### config.mk
export PLATFORM = sky130hd
export DESIGN_NAME = seven_segment_blink_multiplexer
export DESIGN_NICKNAME = d
export VERILOG_FILES = /design/src/ssbm_pkg.sv /design/src/seven_segment_blink_multiplexer.sv
export SDC_FILE = /design/constraint.sdc
export NUM_CORES = 1
export LEC_CHECK = 0
export BUFFER_PORTS_ARGS = -buffer_cell sky130_fd_sc_hd__buf_2
export CAP_MARGIN = 20
export CORE_MARGIN = 5
export CORE_UTILIZATION = 49
export DETAILED_ROUTE_END_ITERATION = 8
export GPL_TIMING_DRIVEN = 0
export PLACE_DENSITY_LB_ADDON = 0.2
export RECOVER_POWER = 25
export SYNTH_ARGS = -nofsm -noshare
export SYNTH_HDL_FRONTEND = slang
export SYNTH_SLANG_ARGS = --single-unit
### constraint.sdc
create_clock -name clk -period 3.7 [get_ports clk]
set_input_delay 1.11 -clock clk [delete_from_list [all_inputs] [get_ports clk]]
set_output_delay 1.11 -clock clk [all_outputs]
set_load 0.02 [all_outputs]
### src/ssbm_pkg.sv
// Shared types, constants and the segment decoder for the seven-segment blink multiplexer.
// Depends on nothing; used by the top level and the testbench.
package ssbm_pkg;

	// Display mode codes carried by the mode field.
	typedef enum logic [1:0] {
		MODE_NORMAL      = 2'd0,
		MODE_SET_HOURS   = 2'd1,
		MODE_SET_MINUTES = 2'd2,
		MODE_DARK        = 2'd3
	} mode_t;

	localparam int unsigned DIGIT_COUNT = 4;
	localparam int unsigned DIGIT_W     = $clog2(DIGIT_COUNT);

	localparam logic [7:0] BLINK_LIMIT_RESET = 8'd10;
	localparam logic [7:0] DP_BIT            = 8'b1000_0000;
	localparam logic [DIGIT_W-1:0] DP_DIGIT  = DIGIT_W'(DIGIT_COUNT - 1);

	// Symbol code to segments a-g; codes ten and above are blank.
	function automatic logic [7:0] seg_decode(input logic [3:0] sym);
		logic [7:0] seg;
		case (sym)
			4'd0: seg = 8'b0011_1111;
			4'd1: seg = 8'b0000_0110;
			4'd2: seg = 8'b0101_1011;
			4'd3: seg = 8'b0100_1111;
			4'd4: seg = 8'b0110_0110;
			4'd5: seg = 8'b0110_1101;
			4'd6: seg = 8'b0111_1101;
			4'd7: seg = 8'b0000_0111;
			4'd8: seg = 8'b0111_1111;
			4'd9: seg = 8'b0110_1111;
			default: seg = 8'b0000_0000;
		endcase
		return seg;
	endfunction

endpackage

### src/seven_segment_blink_multiplexer.sv
// Top level of the four-digit seven-segment blink multiplexer.
// Depends on ssbm_pkg for mode codes, reset constants and the segment decoder.

// Each accepted input beat is one refresh tick: the block shows the digit under its scan
// pointer, then advances the pointer from the leftmost digit to the rightmost and wraps.
// A beat passes through an input register and a result register, and one beat is taken
// every cycle while results are being taken; the scan pointer and the two blink counters
// update together as a beat moves from the input register to the result register. The
// blink_limit write port is always ready and should be written only while no beats are
// in flight. In the two set modes each digit of the blinking pair counts its own visits
// and toggles its on/off phase after blink_limit+1 visits; the segment pattern is driven
// even when no digit is enabled.
module seven_segment_blink_multiplexer (
	input  logic       clk,
	input  logic       arst_n,
	// Input item channel.
	input  logic       in_valid,
	output logic       in_ready,
	input  logic [3:0] sym_digit0,
	input  logic [3:0] sym_digit1,
	input  logic [3:0] sym_digit2,
	input  logic [3:0] sym_digit3,
	input  logic [1:0] mode,
	input  logic       decimal_point,
	// Result channel.
	output logic       out_valid,
	input  logic       out_ready,
	output logic [7:0] segments,
	output logic [3:0] digit_enable,
	// Configuration write channel.
	input  logic       cfg_valid,
	output logic       cfg_ready,
	input  logic [7:0] blink_limit
);

	logic                           valid_s1;
	logic [3:0]                     sym_s1 [ssbm_pkg::DIGIT_COUNT];
	ssbm_pkg::mode_t                mode_s1;
	logic                           dp_s1;
	logic                           out_valid_q;
	logic [7:0]                     segments_q;
	logic [3:0]                     digit_enable_q;
	logic [7:0]                     blink_limit_q;
	logic [ssbm_pkg::DIGIT_W-1:0]   scan_q;
	logic [1:0]                     blink_phase_q;
	logic [7:0]                     blink_count_q [2];

	logic                           advance;
	logic [3:0]                     cur_sym;
	logic [7:0]                     seg_next;
	logic                           set_mode;
	logic                           blink_hit;
	logic                           slot;
	logic                           lit;
	logic [3:0]                     en_next;

	// Handshake: the result register frees up when it is empty or being taken.
	assign advance   = valid_s1 && (!out_valid_q || out_ready);
	assign in_ready  = !valid_s1 || advance;
	assign cfg_ready = 1'b1;

	// Input register.
	always_ff @(posedge clk or negedge arst_n) begin
		if (!arst_n) begin
			valid_s1 <= 1'b0;
		end else if (in_ready) begin
			valid_s1 <= in_valid;
		end
	end

	always_ff @(posedge clk) begin
		if (in_valid && in_ready) begin
			sym_s1[0] <= sym_digit0;
			sym_s1[1] <= sym_digit1;
			sym_s1[2] <= sym_digit2;
			sym_s1[3] <= sym_digit3;
			mode_s1   <= ssbm_pkg::mode_t'(mode);
			dp_s1     <= decimal_point;
		end
	end

	// Segment pattern of the scanned digit, with the decimal point on the rightmost one.
	always_comb begin
		cur_sym  = sym_s1[scan_q];
		seg_next = ssbm_pkg::seg_decode(cur_sym);
		if (scan_q == ssbm_pkg::DP_DIGIT && dp_s1) begin
			seg_next = seg_next | ssbm_pkg::DP_BIT;
		end
	end

	// Blink decision: the upper scan bit picks the pair, the lower bit picks the slot.
	always_comb begin
		set_mode  = (mode_s1 == ssbm_pkg::MODE_SET_HOURS) ||
			(mode_s1 == ssbm_pkg::MODE_SET_MINUTES);
		blink_hit = set_mode &&
			(scan_q[1] == (mode_s1 == ssbm_pkg::MODE_SET_MINUTES));
		slot      = scan_q[0];
		case (mode_s1)
			ssbm_pkg::MODE_NORMAL:      lit = 1'b1;
			ssbm_pkg::MODE_SET_HOURS,
			ssbm_pkg::MODE_SET_MINUTES: lit = !blink_hit || blink_phase_q[slot];
			default:                    lit = 1'b0;
		endcase
		en_next = lit ? (4'b0001 << scan_q) : 4'b0000;
	end

	// Scan pointer, blink state and configuration register.
	always_ff @(posedge clk or negedge arst_n) begin
		if (!arst_n) begin
			scan_q           <= '0;
			blink_phase_q    <= '0;
			blink_count_q[0] <= '0;
			blink_count_q[1] <= '0;
			blink_limit_q    <= ssbm_pkg::BLINK_LIMIT_RESET;
		end else begin
			if (cfg_valid && cfg_ready) begin
				blink_limit_q <= blink_limit;
			end
			if (advance) begin
				scan_q <= scan_q + 1'b1;
				if (blink_hit) begin
					if (blink_count_q[slot] < blink_limit_q) begin
						blink_count_q[slot] <= blink_count_q[slot] + 8'd1;
					end else begin
						blink_count_q[slot] <= '0;
						blink_phase_q[slot] <= !blink_phase_q[slot];
					end
				end
			end
		end
	end

	// Result register.
	always_ff @(posedge clk or negedge arst_n) begin
		if (!arst_n) begin
			out_valid_q <= 1'b0;
		end else if (!out_valid_q || out_ready) begin
			out_valid_q <= valid_s1;
		end
	end

	always_ff @(posedge clk) begin
		if (advance) begin
			segments_q     <= seg_next;
			digit_enable_q <= en_next;
		end
	end

	assign out_valid    = out_valid_q;
	assign segments     = segments_q;
	assign digit_enable = digit_enable_q;

endmodule

==> impl_metrics.tcl <==
set metrics [dict create \
    synthCells 247 \
    path_common_cell "buf_6" \
    yosys-top-cells-area "edfxtp_1, dfrtp_1, ha_1, o21ai_0, o31ai_1" \
    muxShareOfSynthArea_pct 6.75 \
    required_ps 3940 \
    maxSlewHeadroom_pct -5.15 \
    grt_antenna_before_repair 0 \
    cts.sinks 61 \
    multiInputGateArea_um2 1170 \
    grt_first_pass_wirelength_um 9770 \
    wirelength_um 5750 \
    max_stage_delay_ps 370 \
    synth_xor_area_share_pct 3.21 \
    grt_max_degree 31 \
    critPathKind "register to register" \
    fin_crit_sh_pct 75.2 \
    drive_gt1_share_pct 25.0 \
    cts_root_buf "clkbuf_8" \
    async_reset_ff_share_pct 49.2 \
    port_buffers 45 \
    drt_iter0_markers 90 \
    syn_area_um2 3000 \
    grt_use_total_pct 16.9 \
    overflow 0 \
    cp-end-kind "register" \
    die-area_um2 7800 \
    ant_nets 0 \
    worst_ep_arrival_time_ps 3030 \
    rsz0062_at_grt "no" \
    worst_slew_pin_slew_ps 1580 \
    hold_viol 0 \
    nets 353 \
    hpwl_um 4130 \
    synth.top_cell.area_share_pct 31.0 \
    pre_cts_slack_ps 960 \
    cts_tree "built" \
    setup_viol 0 \
    power_leakage_nw 1.53 \
    wl_per_cell_um 15.0 \
    cap_violations 1 \
    synth_simple_gate_area_share_pct 8.41 \
    cts_buffer_depth 2 \
    clkTransAtPathRegs_ps 70 \
    cts_setup_buffers 0 \
    cts_resized 0 \
    fin_setup_tns_ps 0 \
    viasPerCell 5.40 \
    vias 2069 \
    hold_ws_ps 482 \
    cts_htree_levels 3 \
    yosysTopAreaCell "edfxtp_1" \
    ir_drop_uv 353 \
    die_x_um 88.3 \
    start_util_pct 50.4 \
    violations "max-capacitance violations, max-slew violations" \
    startpoint_type "register" \
    reg2reg_slack_ps 920 \
    place_inst 367 \
    drv_slew 31 \
    clk_latency_ps 340 \
    synth_top_family_by_area "compound AO/OA/AOI/OAI gates" \
    ys_seq_area_share_pct 56.1 \
    drc 0 \
    synthAdderAreaFrac_pct 7.50 \
    placed_cell_area_um2 3320 \
    instances_no_fill 383 \
    crit_slowest_cell "dfrtp_1" \
    synth-edff-count 31 \
    crit_chain "buf_6, buf_4, buf_4, mux2i_1, inv_1, ha_1, nand3_1, a21oi_1, or3_1, buf_6, buf_6, o31ai_1" \
    yosysWarnings 0 \
    ios 47 \
    n_antenna_cell 0 \
    power_density_nw_per_um2 652 \
    cts_buffers 9 \
    ys_seq_elements 61 \
    seqCellArea_um2 1680 \
    clock_skew_ps 7.65 \
    synthFlopType "edfxtp_1" \
    status "finished, violations left" \
    path_max_fanout 10 \
    fillerInstances 517 \
    fin_area_um2 3510 \
    hold_class "register to register" \
    netlist-cell-type-count 43 \
    area_delta_synth_final_pct 16.8 \
    gp_congestion 0.848 \
    die_h_um 88.3 \
    finalWorstSetupSlack_ps 917 \
    fin_crit_ps 2780 \
    syn_area_per_cell_um2 12.2 \
    syn_nets 297 \
    grt_pass1_vias 2019 \
    dr.pass1.iters 4 \
    hold_buffers 0 \
    synth_compound_area_share_pct 12.9 \
    rows 28 \
    fmax_mhz 359 \
    core-area_um2 5960 \
]
## area by class of cell
cell class | instances | share of cell area, %
timing repair buffer | 45 | 6.35
sequential | 61 | 48.0
clock inverter | 7 | 1.85
tap | 75 | 2.67
clock buffer | 9 | 3.53
inverter | 19 | 2.03
multi-input combinational | 155 | 33.3
buffer | 12 | 2.28
## Yosys cell counts, types with 3 or more instances
master    number
buf_6          3
mux4_2         3
nand3b_1       3
or3_1          3
ha_1          18
dfrtp_1       28
buf_4          3
xor2_1         3
inv_1         19
clkbuf_1       5
nor3_1         4
o22ai_1        3
nand4_1        3
o21ai_0       29
nand2b_1       3
edfxtp_1      31
mux2i_1        3
o31ai_1       12
nand3_1        7
nand2_1       13
nor2_1         5
mux2_2         7
a21oi_1        7
xnor2_1        8
## layout by cell type, fill, tap and decap left out, types with 4 or more instances in the layout
cell type / Yosys / layout
dfrtp_1: 28 / 28
buf_2: 1 / 44
clkbuf_8: 0 / 9
inv_1: 19 / 19
a21oi_1: 7 / 7
ha_1: 18 / 18
o31ai_1: 12 / 12
nor2_1: 5 / 5
xnor2_1: 8 / 8
edfxtp_1: 31 / 31
nand3_1: 7 / 7
o21ai_0: 29 / 29
nand2_1: 13 / 13
mux2_2: 7 / 7
nor3_1: 4 / 4
clkbuf_1: 5 / 7
## layer usage
| layer | part of all wire (%) | track usage [%] |
|---|---|---|
| met1 | 46 | 22.3 |
| met4 | 2.0 | 7.97 |
| met5 | 0 | 0 |
| met2 | 46 | 25.8 |
| met3 | 5.9 | 4.66 |
## state kept, by name, indices dropped and copies added, names as in the netlist
name,flops
blink_count_q,16
blink_limit_q,8
blink_phase_q,2
digit_enable,4
dp_s1,1
mode_s1,2
out_valid,1
scan_q,2
segments,8
sym_s1,16
valid_s1,1
## critical path, delay by kind of cell (launching register included)
kind                       cells  cell delay [ps]
AOI/OAI and AO/OA              2              330
adders and majority gates      1              300
buffers and inverters          6              920
DFF                            1              370
muxes                          1              320
and+or+nand+nor                2              440
## worst paths after layout
check,cells after the start,to,startpoint
max,12,blink_count_q[10],scan_q[0]
min,1,blink_phase_q[1],blink_phase_q[1]
max reg2reg,12,blink_count_q[10],scan_q[0]
min reg2reg,1,blink_phase_q[1],blink_phase_q[1]
max in group asynchronous,1,blink_count_q[14],arst_n
min in group asynchronous,1,blink_count_q[8],arst_n
## metrics by stage
stage,power [W],utilization (%)
6_report,0.00229,58.9
5_1_grt,0.00246,58.9
3_5_place_dp,0.00173,55.8
4_1_cts,0.00231,59.0
2_1_floorplan,0.00152,-
3_3_place_gp,0.00171,55.8
## logic make-up (layout without fill, tap and decap cells)
family,Yosys count,in the layout
AOI/OAI and AO/OA,63,63
xor gates and xnor gates,11,11
adders and majority gates,18,18
buffers and inverters,31,92
DFF,61,61
muxes,14,14
other,1,1
and+or+nand+nor,48,48
## power by group
| group | switching [W] | internal, W |
|---|---|---|
| Combinational | 0.000481 | 0.000317 |
| Clock | 0.000264 | 0.000307 |
| Sequential | 0.0000567 | 0.000862 |
(Power assumes the default switching activity.)
